File: config.mk
export PLATFORM = sky130hd
export DESIGN_NAME = rsf_tx_store
export DESIGN_NICKNAME = d
export VERILOG_FILES = /design/src/hdl/assert_macros.svh /design/src/hdl/rsf_pkg.sv /design/src/hdl/rsf_tx_store.sv
export SDC_FILE = /design/constraint.sdc
export NUM_CORES = 2
export LEC_CHECK = 0
export BUFFER_PORTS_ARGS = -buffer_cell sky130_fd_sc_hd__buf_4
export CORE_UTILIZATION = 55
export DETAILED_ROUTE_END_ITERATION = 10
export HOLD_SLACK_MARGIN = 0.12
export PLACE_DENSITY = 0.78
export SYNTH_ARGS = -nofsm -noshare
export SYNTH_HDL_FRONTEND = slang
export SYNTH_SLANG_ARGS = --single-unit
File: constraint.sdc
create_clock -name i_clk -period 5.5 [get_ports i_clk]
set_clock_uncertainty 0.15 [all_clocks]
set_input_delay 0.825 -clock i_clk [delete_from_list [all_inputs] [get_ports i_clk]]
set_output_delay 0.825 -clock i_clk [all_outputs]
set_load 0.03 [all_outputs]
File: src/hdl/assert_macros.svh
// Assertion helpers shared by the framer modules.
// Each macro expects i_clk and i_rst_n to be visible at the point of use.
`ifndef ASSERT_MACROS_SVH
`define ASSERT_MACROS_SVH

`ifndef SYNTH

// Property that must hold at every clock edge outside reset.
`define RSF_ASSERT(lbl, prop, msg) \
    lbl: assert property (@(posedge i_clk) disable iff (!i_rst_n) (prop)) else $error(msg);

// Implication checked at every clock edge outside reset.
`define RSF_ASSERT_IMP(lbl, ante, cons, msg) \
    lbl: assert property (@(posedge i_clk) disable iff (!i_rst_n) (ante) |-> (cons)) \
        else $error(msg);

`else

`define RSF_ASSERT(lbl, prop, msg)
`define RSF_ASSERT_IMP(lbl, ante, cons, msg)

`endif

`endif

File: src/hdl/rsf_pkg.sv
// ----------------------------------------------------------------------------
// rsf_pkg
// Shared constants, codes and types of the silence-delimited frame block.
// ----------------------------------------------------------------------------
`default_nettype none

package rsf_pkg;

    localparam int BUFFER_DEPTH_DEF = 256;

    // input item kinds
    localparam logic [2:0] KIND_TICK    = 3'd0;
    localparam logic [2:0] KIND_RX_BYTE = 3'd1;
    localparam logic [2:0] KIND_TX_LOAD = 3'd2;
    localparam logic [2:0] KIND_TX_RDY  = 3'd3;
    localparam logic [2:0] KIND_READ    = 3'd4;

    // result kinds
    localparam logic [1:0] OUT_TX_BYTE  = 2'd0;
    localparam logic [1:0] OUT_FRAME    = 2'd1;
    localparam logic [1:0] OUT_RD_DATA  = 2'd2;

    // configuration register indexes
    localparam int         CFG_IDX_W     = 2;
    localparam logic [1:0] CFG_GAP_SHORT = 2'd0;
    localparam logic [1:0] CFG_GAP_END   = 2'd1;

    localparam logic [7:0] GAP_SHORT_RST = 8'd15;
    localparam logic [7:0] GAP_END_RST   = 8'd35;

    localparam logic [8:0] LEN_MAX = 9'd511;

    // result descriptor handed from the control logic to the output pipeline
    typedef struct packed {
        logic       valid;
        logic [1:0] kind;
        logic       hit;      // read lies inside the readable frame
        logic [8:0] len;
    } t_res;

    function automatic logic [8:0] sat_len(input logic [31:0] n);
        logic [8:0] r;
        r = (n > 32'(LEN_MAX)) ? LEN_MAX : n[8:0];
        return r;
    endfunction

endpackage

`default_nettype wire

File: src/hdl/rsf_tx_store.sv
// ----------------------------------------------------------------------------
// rsf_tx_store
// Transmit message memory, one write and one registered read port.
// ----------------------------------------------------------------------------
`default_nettype none

module rsf_tx_store #(
    parameter int BUFFER_DEPTH = 256
) (
    input  wire                                i_clk,
    input  wire                                i_we,
    input  wire  [$clog2(BUFFER_DEPTH)-1:0]    i_waddr,
    input  wire  [7:0]                         i_wdata,
    input  wire                                i_re,
    input  wire  [$clog2(BUFFER_DEPTH)-1:0]    i_raddr,
    output logic [7:0]                         o_rdata
);
    import rsf_pkg::*;

    logic [7:0] mem [BUFFER_DEPTH];

    always_ff @(posedge i_clk) begin
        if (i_we) begin
            mem[i_waddr] <= i_wdata;
        end
    end

    always_ff @(posedge i_clk) begin
        if (i_re) begin
            o_rdata <= mem[i_raddr];
        end
    end

endmodule

`default_nettype wire

# [Yosys cells after proc, flatten, opt, wreduce, memory -nomap -nowiden]
# Memories as Yosys holds them, arrays and structs flattened. A register that Yosys moved wholly into a read port is not among the register bits.
# Index checks and enable logic that the tools add are counted.
[word_totals] ff_bits=0 ramBits=2048 inputBits=27 out_inout_bits=8 wordCells=3 mem_count=1
[memory_table] memory="mem" depth=256 word_bits=8 rd=1 rd_clocked_by_memory_dff=1 wr=1 line="rsf_tx_store.sv:20" source="logic [7:0] mem [BUFFER_DEPTH];"
[classes] n_mux=2
[ops] operator="two-way mux 1 bit" n=2

# [Logic depth before layout (Yosys ltp)]
[logic_depth] word_depth=2 ltp_mapped=11 depth_no_buf=6

# [Worst setup path before layout]
# OpenSTA, ideal clock, no wires.
[synth_path] path_type="input to register" startpoint="input port i_raddr[0]" endpoint="register o_rdata[2] (read register of mem) (data pin)" setup_time_ps=269 t_arrival_ps=2632 required_time_ps=5081 slack_ps=2449 cell_stages=9 n_path_buf=4 cell_sequence="buf_6 -> buf_12 -> buf_8 -> buf_2 -> mux4_2 -> a22oi_1 -> a21oi_1 -> nor4_1 -> nor4_2"
[synth_lines] element="from (decl)" line="rsf_tx_store.sv:15" source="input wire [$clog2(BUFFER_DEPTH)-1:0] i_raddr,"
[synth_lines] element="to (decl)" line="rsf_tx_store.sv:16" source="output logic [7:0] o_rdata"

==> run_results.csv <==
group,metric,value,unit
sta,fin_crit_sh,68.6,%
worst_setup_path,crit_slowest_cell,"nor4_1",
global_route,antenna_found_initial,8,
worst_setup_path,path_cells,"buf_4 > buf_4 > nand3b_1 > buf_4 > o22ai_1 > o21ai_0 > nand3_1 > nor4_1 > nor4_1",
placement,place_inst,5545,
synthesis,netlist_instances,3733,
routing,first_pass_iters,9,
worst_setup_path,crit_fanout,36,
synthesis,synth_area,79600,um^2
floorplan,die_x,383,um
worst_setup_path,cp_top_family,"simple AND/OR/NAND/NOR gates",
cells_and_area,fin_area,88000,um^2
placement,portBuffers,34,
global_route,first_global_vias,40242,
clocking,cts_tree,"yes",
cells_and_area,nNetsFinal,3864,
floorplan,row_count,139,
worst_setup_path,required,5.87,ns
clocking,cts.clk_slew.worst_paths,0.06,ns
synthesis,yosys-top-cells-area,"edfxtp_1 (78%), mux4_2 (13%), mux2i_1 (1.7%)",
global_route,track_usage,26.8,%
floorplan,io_pins,35,
cells_and_area,instances_no_fill,5894,
synthesis,async_flop_share,0,%
routing,drtIter0Drc,5973,
clocking,cts_max_path_buffers,3,
pwr,power_density,360,nW/um^2
worst_setup_path,end_kind,"flop",
sta,setup_viol,0,
worst_setup_path,timing.critical_path.buf_inv,3,
clocking,clkLatencyLatePin,0.83,ns
synthesis,ys_seq_area_share,77.5,%
job,max_cap_viol_count,0,
synthesis,synth_nets,3760,
synthesis,synth-edff-count,2056,
cells_and_area,syn_to_final_growth,10.5,%
clocking,cts_max_level,4,
min_path,hold_path.class,"in -> reg",
cells_and_area,layout-drive-gt1-share,21.9,%
worst_setup_path,ff2ff_setup_slack,2.36,ns
floorplan,start_util,55.4,%
routing,via_count,40085,
cells_and_area,layout_common_cells,"edfxtp_1 (2056), mux4_2 (454), nor2_1 (279)",
synthesis,syn_area_per_cell,21.3,um^2
worst_setup_path,start_kind,"input pin",
routing,routed_via_density,6.80,
worst_setup_path,critPathArrivalTime,4.15,ns
synthesis,ys_warn_count,0,
clocking,root_buffer,"clkbuf_16",
worst_setup_path,crit_top_cell,"buf_4",
sta,min_period,3.77,ns
clocking,cts_buffers,193,
routing,drc_errors,4,
worst_setup_path,crit_type,"in -> reg",
outcome,failed_checks,"design-rule violations",
floorplan,die_height,383,um
cells_and_area,final_common_cell,"edfxtp_1",
sta,worst_slew_pin_slew,1.36,ns
synthesis,synth_top_area_share,77.5,%
synthesis,ys.flop_type,"edfxtp_1",
worst_setup_path,slowest_delay,0.98,ns
routing,wirelength,195,mm
clocking,hold_buffers,0,
global_route,grt_max_degree,159,
floorplan,core_area,144000,um^2
placement,place.gp.congestion,0.875,
placement,placed_area,82000,um^2
routing,wl_per_cell,33.1,um
floorplan,dieArea,146000,um^2
clocking,clock_sinks,2056,
synthesis,synth_seq_cells,2056,
pwr,leakage,0.0270,uW
placement,hpwl,113,mm
sta,fmax,0.265,GHz
global_route,overflow,0,
routing,ant_nets,0,
synthesis,ys_types,54,
pwr,ir_drop,399,uV
sta,finalHoldViolations,0,
sta,rsz0062_at_grt,"false",
cells_and_area,utilization,61.3,%
sta,finalSetupTns,0,ns
sta,max-slew-margin-rel,9.37,%
synthesis,yosys.area.top_type,"edfxtp_1",
outcome,outcome,"finished with violations",
clocking,ctsResizeCount,0,
clocking,cts_setup_buffers,0,
sta,report.final.slew_viol_count,0,
global_route,grt_pass1_wl,281,mm
per-stage QoR:
| step | power (uW) | worst slack, ns | hold WS, ns |
|---|---|---|---|
| after floorplan | 18500 | 2.45 | 0.714 |
| after global placement | 19100 | 1.15 | 0.946 |
| after detailed placement | 19200 | 1.07 | 0.964 |
| after CTS | 31700 | 1.94 | 0.172 |
| after global routing | 32300 | 1.58 | 0.192 |
| final | 31700 | 1.73 | 0.227 |
logic make-up (layout without fill, tap and decap cells):
| family | Yosys count | in the layout | synth area share (%) |
|---|---|---|---|
| flip-flops | 2056 | 2056 | 77.5 |
| buffers and inverters | 235 | 491 | 1.83 |
| multiplexers | 591 | 591 | 14.6 |
| AND/OR/NAND/NOR | 466 | 466 | 2.63 |
| other | 0 | 2 | 0 |
| AO/OA/AOI/OAI | 385 | 385 | 3.42 |
cells in the mapped netlist (all sizes together) (6+ instances only):
| library cell | count |
|---|---|
| nor3 | 22 |
| edfxtp | 2056 |
| mux4 | 456 |
| o221ai | 47 |
| nand4 | 10 |
| a211oi | 16 |
| a22oi | 133 |
| o22ai | 28 |
| nand2b | 8 |
| and2 | 6 |
| a21oi | 96 |
| o211ai | 10 |
| nor2 | 282 |
| mux2i | 134 |
| nor4 | 27 |
| nand2 | 33 |
| a221oi | 14 |
| buf | 122 |
| o21ai | 12 |
| nand3 | 34 |
| nor2b | 31 |
| clkbuf | 111 |
| a22o | 8 |
sequential cells by signal (all words and copies together) (netlist names):
register,cells
mem,2048
o_rdata,8
area by class of cell:
cell class                      instances  area [um^2]
Sequential cell                      2056        61700
Inverter                                2         7.51
Timing Repair Buffer                  142         1410
Clock inverter                        103          920
Fill cell                            9407        55700
Tap cell                             1903         2380
Multi-Input combinational cell       1442        16500
Clock buffer                          244         5060
Antenna cell                            2         5.00
where the power goes:
group | switching [uW] | leakage [uW] | total, uW | internal, uW
sequential | 28.1 | 0.0185 | 17300 | 17300
combinational | 1030 | 0.00559 | 1550 | 526
clock | 5790 | 0.00292 | 12800 | 7020
total | 6840 | 0.0270 | 31700 | 24800
metal layers:
metal	track usage, %	wire [um]	vias up
met1	36.9	69800	20755
met3	6.58	23800	476
li1	-	-	15903
met4	10.2	7940	10
met2	41.9	93500	2941
met5	0	77	-
worst paths after layout:
check,start,end,cells past startpoint
worst min-delay path,i_re,o_rdata[4]$_DFFE_PP_,1
worst max-delay path,i_raddr[3],o_rdata[7]$_DFFE_PP_,9
worst max register to register,mem[83][5]$_DFFE_PP_,o_rdata[5]$_DFFE_PP_,6
worst min register to register,mem[51][4]$_DFFE_PP_,o_rdata[4]$_DFFE_PP_,5
Power figures use the tool's default switching activity.
