===== config.mk =====
export PLATFORM = sky130hd
export DESIGN_NAME = rsf_ctrl
export DESIGN_NICKNAME = d
export VERILOG_FILES = /design/src/hdl/rsf_pkg.sv /design/src/hdl/rsf_ctrl.sv
export VERILOG_INCLUDE_DIRS = /design/src /design/src/hdl
export SDC_FILE = /design/constraint.sdc
export NUM_CORES = 1
export LEC_CHECK = 0
export BUFFER_PORTS_ARGS = -buffer_cell sky130_fd_sc_hd__buf_2
export CORE_ASPECT_RATIO = 1.5
export CORE_UTILIZATION = 50
export DETAILED_ROUTE_END_ITERATION = 10
export GPL_TIMING_DRIVEN = 1
export MAX_ROUTING_LAYER = met4
export PLACE_DENSITY_LB_ADDON = 0.25
export SYNTH_ARGS = -nofsm -noshare
export SYNTH_HDL_FRONTEND = slang
export SYNTH_SLANG_ARGS = --single-unit

===== constraint.sdc =====
create_clock -name i_clk -period 6.6 [get_ports i_clk]
set_clock_uncertainty 0.05 [all_clocks]
set_input_delay 1.32 -clock i_clk [delete_from_list [all_inputs] [get_ports i_clk]]
set_output_delay 1.32 -clock i_clk [all_outputs]
set_load 0.02 [all_outputs]

===== src/hdl/assert_macros.svh =====
// Assertion helpers shared by the framer modules.
// Each macro expects i_clk and i_rst_n to be visible at the point of use.
`ifndef ASSERT_MACROS_SVH
`define ASSERT_MACROS_SVH

`ifndef SYNTH

// Property that must hold at every clock edge outside reset.
`define RSF_ASSERT(lbl, prop, msg) \
    lbl: assert property (@(posedge i_clk) disable iff (!i_rst_n) (prop)) else $error(msg);

// Implication checked at every clock edge outside reset.
`define RSF_ASSERT_IMP(lbl, ante, cons, msg) \
    lbl: assert property (@(posedge i_clk) disable iff (!i_rst_n) (ante) |-> (cons)) \
        else $error(msg);

`else

`define RSF_ASSERT(lbl, prop, msg)
`define RSF_ASSERT_IMP(lbl, ante, cons, msg)

`endif

`endif


===== src/hdl/rsf_pkg.sv =====
// ----------------------------------------------------------------------------
// rsf_pkg
// Shared constants, codes and types of the silence-delimited frame block.
// ----------------------------------------------------------------------------
`default_nettype none

package rsf_pkg;

    localparam int BUFFER_DEPTH_DEF = 256;

    // input item kinds
    localparam logic [2:0] KIND_TICK    = 3'd0;
    localparam logic [2:0] KIND_RX_BYTE = 3'd1;
    localparam logic [2:0] KIND_TX_LOAD = 3'd2;
    localparam logic [2:0] KIND_TX_RDY  = 3'd3;
    localparam logic [2:0] KIND_READ    = 3'd4;

    // result kinds
    localparam logic [1:0] OUT_TX_BYTE  = 2'd0;
    localparam logic [1:0] OUT_FRAME    = 2'd1;
    localparam logic [1:0] OUT_RD_DATA  = 2'd2;

    // configuration register indexes
    localparam int         CFG_IDX_W     = 2;
    localparam logic [1:0] CFG_GAP_SHORT = 2'd0;
    localparam logic [1:0] CFG_GAP_END   = 2'd1;

    localparam logic [7:0] GAP_SHORT_RST = 8'd15;
    localparam logic [7:0] GAP_END_RST   = 8'd35;

    localparam logic [8:0] LEN_MAX = 9'd511;

    // result descriptor handed from the control logic to the output pipeline
    typedef struct packed {
        logic       valid;
        logic [1:0] kind;
        logic       hit;      // read lies inside the readable frame
        logic [8:0] len;
    } t_res;

    function automatic logic [8:0] sat_len(input logic [31:0] n);
        logic [8:0] r;
        r = (n > 32'(LEN_MAX)) ? LEN_MAX : n[8:0];
        return r;
    endfunction

endpackage

`default_nettype wire


===== src/hdl/rsf_ctrl.sv =====
// ----------------------------------------------------------------------------
// rsf_ctrl
// Silence timer, frame flags, buffer counts and gap registers. Issues the
// memory accesses and a result descriptor for frame ends, sent bytes and reads.
// ----------------------------------------------------------------------------
`default_nettype none
`include "assert_macros.svh"

module rsf_ctrl #(
    parameter int BUFFER_DEPTH = 256
) (
    input  wire                                   i_clk,
    input  wire                                   i_rst_n,
    // configuration writes
    input  wire                                   i_cfg_we,
    input  wire  [rsf_pkg::CFG_IDX_W-1:0]         i_cfg_index,
    input  wire  [7:0]                            i_cfg_data,
    // accepted item
    input  wire                                   i_acc,
    input  wire  [2:0]                            i_kind,
    input  wire  [7:0]                            i_data_byte,
    input  wire                                   i_is_last,
    input  wire  [7:0]                            i_read_index,
    input  wire                                   i_release_req,
    // receive memory
    output logic                                  o_rx_we,
    output logic [$clog2(BUFFER_DEPTH):0]         o_rx_waddr,
    output logic                                  o_rx_re,
    output logic [$clog2(BUFFER_DEPTH):0]         o_rx_raddr,
    // transmit memory
    output logic                                  o_tx_we,
    output logic [$clog2(BUFFER_DEPTH)-1:0]       o_tx_waddr,
    output logic                                  o_tx_re,
    output logic [$clog2(BUFFER_DEPTH)-1:0]       o_tx_raddr,
    output logic [7:0]                            o_wdata,
    // result descriptor
    output rsf_pkg::t_res                         o_res
);
    import rsf_pkg::*;

    localparam int          AW    = $clog2(BUFFER_DEPTH);
    localparam int          CW    = AW + 1;
    localparam logic [CW-1:0] DEPTH = CW'(BUFFER_DEPTH);

    logic [7:0]    r_gap_short, n_gap_short;
    logic [7:0]    r_gap_end,   n_gap_end;
    logic [7:0]    r_sc,        n_sc;
    logic          r_running,   n_running;
    logic          r_nf,        n_nf;
    logic          r_done,      n_done;
    logic          r_bs,        n_bs;
    logic [CW-1:0] r_rc,        n_rc;
    logic [CW-1:0] r_readable,  n_readable;
    logic [CW-1:0] r_lc,        n_lc;
    logic [CW-1:0] r_pos,       n_pos;
    logic [CW-1:0] r_slen,      n_slen;
    logic          r_sen,       n_sen;

    logic [7:0]    sc_inc;
    logic [CW-1:0] rc_eff;
    logic [CW-1:0] lc_inc;
    logic [CW-1:0] pos_inc;
    logic          rd_hit;

    assign sc_inc  = (r_sc != 8'hFF) ? r_sc + 8'd1 : r_sc;
    assign rc_eff  = r_nf ? '0 : r_rc;
    assign lc_inc  = (r_lc < DEPTH) ? r_lc + CW'(1) : r_lc;
    assign pos_inc = r_pos + CW'(1);
    assign rd_hit  = (32'(i_read_index) < 32'(r_readable))
                  && (32'(i_read_index) < 32'(BUFFER_DEPTH));
    assign o_wdata = i_data_byte;

    always_comb begin
        n_gap_short = r_gap_short;
        n_gap_end   = r_gap_end;
        n_sc        = r_sc;
        n_running   = r_running;
        n_nf        = r_nf;
        n_done      = r_done;
        n_bs        = r_bs;
        n_rc        = r_rc;
        n_readable  = r_readable;
        n_lc        = r_lc;
        n_pos       = r_pos;
        n_slen      = r_slen;
        n_sen       = r_sen;
        o_rx_we     = 1'b0;
        o_rx_waddr  = {r_bs, rc_eff[AW-1:0]};
        o_rx_re     = 1'b0;
        o_rx_raddr  = {~r_bs, AW'(i_read_index)};
        o_tx_we     = 1'b0;
        o_tx_waddr  = r_lc[AW-1:0];
        o_tx_re     = 1'b0;
        o_tx_raddr  = r_pos[AW-1:0];
        o_res       = '0;

        if (i_cfg_we) begin
            unique case (i_cfg_index)
                CFG_GAP_SHORT: n_gap_short = i_cfg_data;
                CFG_GAP_END:   n_gap_end   = i_cfg_data;
                default: ;
            endcase
        end

        if (i_acc) begin
            unique case (i_kind)
                KIND_TICK: begin
                    if (r_running) begin
                        n_sc = sc_inc;
                        if (sc_inc >= r_gap_short && sc_inc < r_gap_end) begin
                            n_nf = 1'b1;
                        end
                        if (sc_inc >= r_gap_end) begin
                            n_running = 1'b0;
                            n_done    = 1'b1;
                            if (r_slen != '0) begin
                                n_sen = 1'b1;
                            end
                            // swap banks: finished frame becomes readable
                            if (r_rc != '0) begin
                                n_bs        = ~r_bs;
                                n_readable  = r_rc;
                                n_rc        = '0;
                                o_res.valid = 1'b1;
                                o_res.kind  = OUT_FRAME;
                                o_res.len   = sat_len(32'(r_rc));
                            end
                        end
                    end
                end
                KIND_RX_BYTE: begin
                    n_sc      = '0;
                    n_running = 1'b1;
                    n_nf      = 1'b0;
                    n_done    = 1'b0;
                    if (rc_eff < DEPTH) begin
                        o_rx_we = 1'b1;
                        n_rc    = rc_eff + CW'(1);
                    end else begin
                        n_rc    = rc_eff;
                    end
                end
                KIND_TX_LOAD: begin
                    o_tx_we = (r_lc < DEPTH);
                    if (i_is_last) begin
                        n_slen = lc_inc;
                        n_pos  = '0;
                        n_lc   = '0;
                        if (r_done && lc_inc != '0) begin
                            n_sen = 1'b1;
                        end
                    end else begin
                        n_lc = lc_inc;
                    end
                end
                KIND_TX_RDY: begin
                    if (r_sen && r_pos < r_slen && r_pos < DEPTH) begin
                        n_sc        = '0;
                        n_running   = 1'b1;
                        n_nf        = 1'b0;
                        n_done      = 1'b0;
                        o_tx_re     = 1'b1;
                        o_res.valid = 1'b1;
                        o_res.kind  = OUT_TX_BYTE;
                        if (pos_inc >= r_slen) begin
                            n_slen = '0;
                            n_pos  = '0;
                            n_sen  = 1'b0;
                        end else begin
                            n_pos  = pos_inc;
                        end
                    end
                end
                KIND_READ: begin
                    o_rx_re     = 1'b1;
                    o_res.valid = 1'b1;
                    o_res.kind  = OUT_RD_DATA;
                    o_res.hit   = rd_hit;
                    o_res.len   = sat_len(32'(r_readable));
                    if (i_release_req) begin
                        n_readable = '0;
                    end
                end
                default: ;
            endcase
        end
    end

    always_ff @(posedge i_clk) begin
        if (!i_rst_n) begin
            r_gap_short <= GAP_SHORT_RST;
            r_gap_end   <= GAP_END_RST;
            r_sc        <= '0;
            r_running   <= 1'b0;
            r_nf        <= 1'b1;
            r_done      <= 1'b1;
            r_bs        <= 1'b0;
            r_rc        <= '0;
            r_readable  <= '0;
            r_lc        <= '0;
            r_pos       <= '0;
            r_slen      <= '0;
            r_sen       <= 1'b0;
        end else begin
            r_gap_short <= n_gap_short;
            r_gap_end   <= n_gap_end;
            r_sc        <= n_sc;
            r_running   <= n_running;
            r_nf        <= n_nf;
            r_done      <= n_done;
            r_bs        <= n_bs;
            r_rc        <= n_rc;
            r_readable  <= n_readable;
            r_lc        <= n_lc;
            r_pos       <= n_pos;
            r_slen      <= n_slen;
            r_sen       <= n_sen;
        end
    end

    `RSF_ASSERT(a_timer_vs_done, r_running != r_done, "timer running and frame done disagree")
    `RSF_ASSERT_IMP(a_send_len, r_sen, r_slen != '0 && r_slen <= DEPTH, "send enabled, bad length")
    `RSF_ASSERT(a_counts_bound, r_rc <= DEPTH && r_readable <= DEPTH && r_lc <= DEPTH,
        "buffer count beyond depth")

endmodule

`default_nettype wire


# Word-level counts from Yosys, hierarchy flattened
# Cells that the tools add are included.
[classes] addsub=4 mul=0 div=0 n_lt_le_gt_ge=9 n_eq_ne=16 shift=0 muxes=65 bitwise_logic=1 reduce_logical=27
[ops] cell="2-to-1 mux 9 bit" count=20
[ops] cell="case mux 9 bit (2 select lines)" count=5
[ops] cell="adder 9 x 1 -> 9 bit (second input constant)" count=3
[ops] cell="< comparator 9 bit (second input constant)" count=3
[ops] cell="nonzero test 9 bit" count=3
[ops] cell="2-to-1 mux 1 bit" count=26
[ops] cell="AND reduction 5 bit" count=5
[ops] cell="2-to-1 mux 8 bit" count=3
[ops] cell="case mux 8 bit (3 select lines)" count=1
[ops] cell="inequality test 2 bit (second input constant)" count=10
[ops] cell="greater-or-equal comparator 8 bit" count=2
[ops] cell="2-to-1 mux 13 bit" count=1
[ops] cell="2-to-1 mux 3 bit" count=4
[ops] cell="case mux 1 bit (3 select lines)" count=4
[ops] cell="greater-or-equal comparator 9 bit" count=1
[ops] cell="< comparator 8 x 9 -> 1 bit" count=1
[ops] cell="< comparator 9 bit" count=1
[ops] cell="case mux 3 bit (3 select lines)" count=1
[ops] cell="AND reduction 9 bit" count=1
[ops] cell="adder 8 x 1 -> 8 bit (second input constant)" count=1
[ops] cell="< comparator 8 bit" count=1
[ops] cell="inequality test 8 bit (second input constant)" count=1
[ops] cell="AND reduction 4 bit" count=2
[ops] cell="== test 3 x 2 -> 1 bit (second input constant)" count=2
[ops] cell="other kinds (12)" count=20
[word_totals] ff_bits=74 latch_bits=0 ramBits=0 romBits=0 in_bits=35 output_inout_bits=59 elab_cells=135 mem_count=0

# Depth between registers and ports, before layout
[depth] word_depth=7 mapped_depth=15 depth_no_buf=14

# Worst setup path after synthesis
# Ideal clock, no wire load.
[synth_path] path_type="reg2out" start="register r_sc[0]" end="output port o_res[5] (netlist name)" arrival_time_ns=3.371 required_time_ns=5.230 slack_ns=1.859 path_stages_with_launch=16 n_path_buf=1 cell_sequence="dfxtp_1 -> ha_1 -> nand2_1 -> nor3_1 -> nor2_1 -> and3_1 -> xnor2_1 -> inv_1 -> ha_1 -> and4_1 -> nand2_1 -> o32ai_1 -> nor2b_1 -> clkbuf_1 -> a22oi_1 -> nor2_1"
[synth_lines] element="start, declared" line="rsf_ctrl.sv:47" rtl="logic [7:0] r_sc, n_sc;"
[synth_lines] element="start signal, assigned" line="rsf_ctrl.sv:207" rtl="r_sc <= n_sc;"
[synth_lines] element="end, declared" line="rsf_ctrl.sv:37" rtl="output rsf_pkg::t_res o_res"

==> flow_summary.ini <==
[global_routing]
grt_pass1_vias = 4694
grt_pass1_wl_mm = 21.7
track_usage_pct = 25.5
overflow = 0
grt_max_degree = 57
antenna_found_initial = 0

[route]
drt_iter0_drc = 283
drc = 0
vias = 4896
ant_nets = 0
firstDrtPassIters = 5
drt-vias-per-instance = 5.76
post_drt_wl_per_cell_um = 15.3
drt_wl_total_mm = 13.0

[synthesis]
async_flop_share_pct = 0
synth_edf_count = 0
syn-cell-area_mm2 = 0.00530
synth_cells = 680
yosys_warnings = 0
ys_ff_latch = 74
synth_cell_types = 63
syn_area_per_cell_um2 = 7.79
yosysSeqAreaShare_pct = 28.0
syn_nets = 760
yosys_most_used_dff = dfxtp_1

[layout]
multiInputGateArea_mm2 = 0.00326
final_common_cell = buf_2
mostFrequentLayoutCells = 77 x buf_2, 74 x dfxtp_1, 67 x nand2_1
drive_gt1_share_pct = 15.9
antennaDiodeCount = 0
final_nets = 784
area_delta_synth_final_pct = 9.61
seqCellArea_mm2 = 0.00148
fillCellCount = 955

[clock_tree]
clkSlewWorstSetupHoldPaths_ns = 0.06
cts_root_buffer = clkbuf_16
cts_hold_buf = 0
ctsHtreeMaxLevel = 3
clkLatencyLatePin_ns = 0.34
cts_tree = yes
clockBufferDepth = 2
cts_setup_buffers = 0
cts_made_buffers = 9
cts_sinks = 74
ctsResizeCount = 0

[timing]
tightest_slew_ns = 1.20
drv_slew = 0
period_needed_ns = 5.55
final-setup-viol-count = 0
rsz0062_at_grt = no
timing.final.crit_share_pct = 84.1
tns_ns = 0
timing.fmax_mhz = 180
whs_ns = 0.418
hold_viol = 0
slew_headroom_pct = 20.0

[die]
die_area_mm2 = 0.0110
io-pin-count = 94
die_y_um = 128
die_w_um = 86.1
core-area_mm2 = 0.0102
start_util_pct = 52.0
fp-row-count = 45

[worst_setup_path]
path_class = flip-flop to output pin
startpoint_type = flip-flop
crit_chain = ha_1 -> nand2_1 -> nor3_1 -> nor2_1 -> and3_1 -> xnor2_1 -> inv_1 -> ha_1 -> and4_1 -> nand2_1 -> o32ai_1 -> buf_4 -> nor2b_1 -> and3_1 -> a21o_1 -> buf_2
cp_slowest_cell = nor3_1
cp_data_arrival_time_ns = 4.18
required_ns = 5.23
worstSetupEndpointType = output pin
cpPeakStageDelay_ns = 0.50
cp_max_fo = 8

[place]
dp_hpwl_mm = 9.72
portBuffers = 77
place_congestion = 0.916

[power_and_ir_drop]
leakagePower_uw = 0.00241
p_clk_share_pct = 48.2
seq_power_share_pct = 43.8
p_int_uw = 791
power_density_mw_per_mm2 = 179
p_sw_uw = 248
peakVddDrop_v = 0.000138
switching_share_pct = 23.9
combPwrFrac_pct = 7.9

[outcome]
status = finished, final reports clean

[job]
maxCapViolations = 0

[min_path]
hold_class = flip-flop to flip-flop
==> worst max-delay path, delay by kind of cell, from the launching register on <==
kind | cells | cell delay [ns]
and+or+nand+nor | 8 | 1.95
adders and majority gates | 2 | 0.53
DFF | 1 | 0.41
xor gates and xnor gates | 1 | 0.18
AOI/OAI and AO/OA | 2 | 0.32
buffers and inverters | 3 | 0.44
==> power groups by stage <==
| stage | Combinational [µW] | Sequential, µW | Clock [µW] |
|---|---|---|---|
| 6_report | 82.5 | 456 | 502 |
| 3_5_place_dp | 81.7 | 465 | 0 |
| 4_1_cts | 82.4 | 456 | 513 |
| 5_1_grt | 92.3 | 456 | 535 |
| 3_3_place_gp | 80.4 | 465 | 0 |
| 2_1_floorplan | 66.8 | 464 | 0 |
==> area by class of cell <==
| cell class | instances | share of cell area (%) |
|---|---|---|
| Sequential cell | 74 | 25.5 |
| Clock inverter | 5 | 0.905 |
| Multi-Input combinational cell | 493 | 56.1 |
| Timing Repair Buffer | 81 | 7.15 |
| Tap cell | 141 | 3.04 |
| Clock buffer | 11 | 4.35 |
| Inverter | 45 | 2.91 |
==> cell families (layout without fill, tap and decap cells) <==
group / after synthesis / in the layout / synth area share, %
flip-flops: 74 / 74 / 28.0
buffers and inverters: 113 / 142 / 10.6
AND/OR/NAND/NOR: 256 / 256 / 24.3
AO/OA/AOI/OAI: 151 / 151 / 19.2
XOR/XNOR: 19 / 19 / 3.14
multiplexers: 22 / 22 / 4.23
adder cells (fa/ha/maj): 45 / 45 / 10.6
==> stage by stage <==
stage | setup slack [ns] | util [%] | cell area, µm² | total power [µW] | cells
final | 1.05 | 57.0 | 5810 | 1040 | 850
after global routing | 0.635 | 57.0 | 5810 | 1080 | 850
after CTS | 1.02 | 57.0 | 5810 | 1050 | 850
after detailed placement | 1.43 | 54.0 | 5500 | 547 | 834
after global placement | 1.52 | 54.0 | 5500 | 546 | 834
after floorplan | 1.86 | - | 5300 | 531 | 680
==> flip-flops by register name, summed over array words and instances, names as in the netlist <==
signal,count
r_lc,9
r_pos,9
r_rc,9
r_readable,9
r_slen,9
r_gap_end,8
r_gap_short,8
r_sc,8
r_bs,1
r_done,1
r_nf,1
r_running,1
r_sen,1
==> cell usage after synthesis (4+ instances only) <==
library cell   n  share of area (%)
nand4_1        9                1.1
nand2b_1      13                1.5
nand4b_1       6               0.99
a31oi_1       11                1.3
o31ai_1       11                1.6
a21o_1         7               0.99
clkbuf_1      30                2.1
nor2_1        63                4.5
a21oi_1       31                2.9
nor3_1        11                1.0
nand3b_1       4               0.57
buf_4         34                4.8
xor2_1         7                1.2
inv_1         45                3.2
xnor2_1       12                2.0
nor4_1         7               0.83
ha_1          45                 11
nand2_1       67                4.7
a22oi_1       12                1.7
o211ai_1       6               0.85
o221a_2        4               0.85
o21ai_0       28                2.6
or2_2          4               0.47
dfxtp_1       74                 28
and3_1         6               0.71
nand3_1       30                2.8
o21a_1         8                1.1
mux2i_1       19                3.6
nor2b_1       17                2.0
==> layer usage <==
metal / part of all wire [%] / wire length [µm] / global-route usage, %
met5: 0 / 0 / -
met2: 50 / 6480 / 43.7
met4: 3.2 / 412 / 12.0
met3: 4.6 / 600 / 4.12
met1: 42 / 5520 / 28.6
==> worst paths after layout <==
check,start,end,slack (ns),cells after the start
max reg2reg,r_sc[0],r_rc[6],2.60,15
max,r_sc[0],o_res[8],1.05,16
min,r_readable[6],r_readable[6],0.42,2
min reg2reg,r_readable[6],r_readable[6],0.42,2
Note: power is estimated with default switching activity, not from simulation.
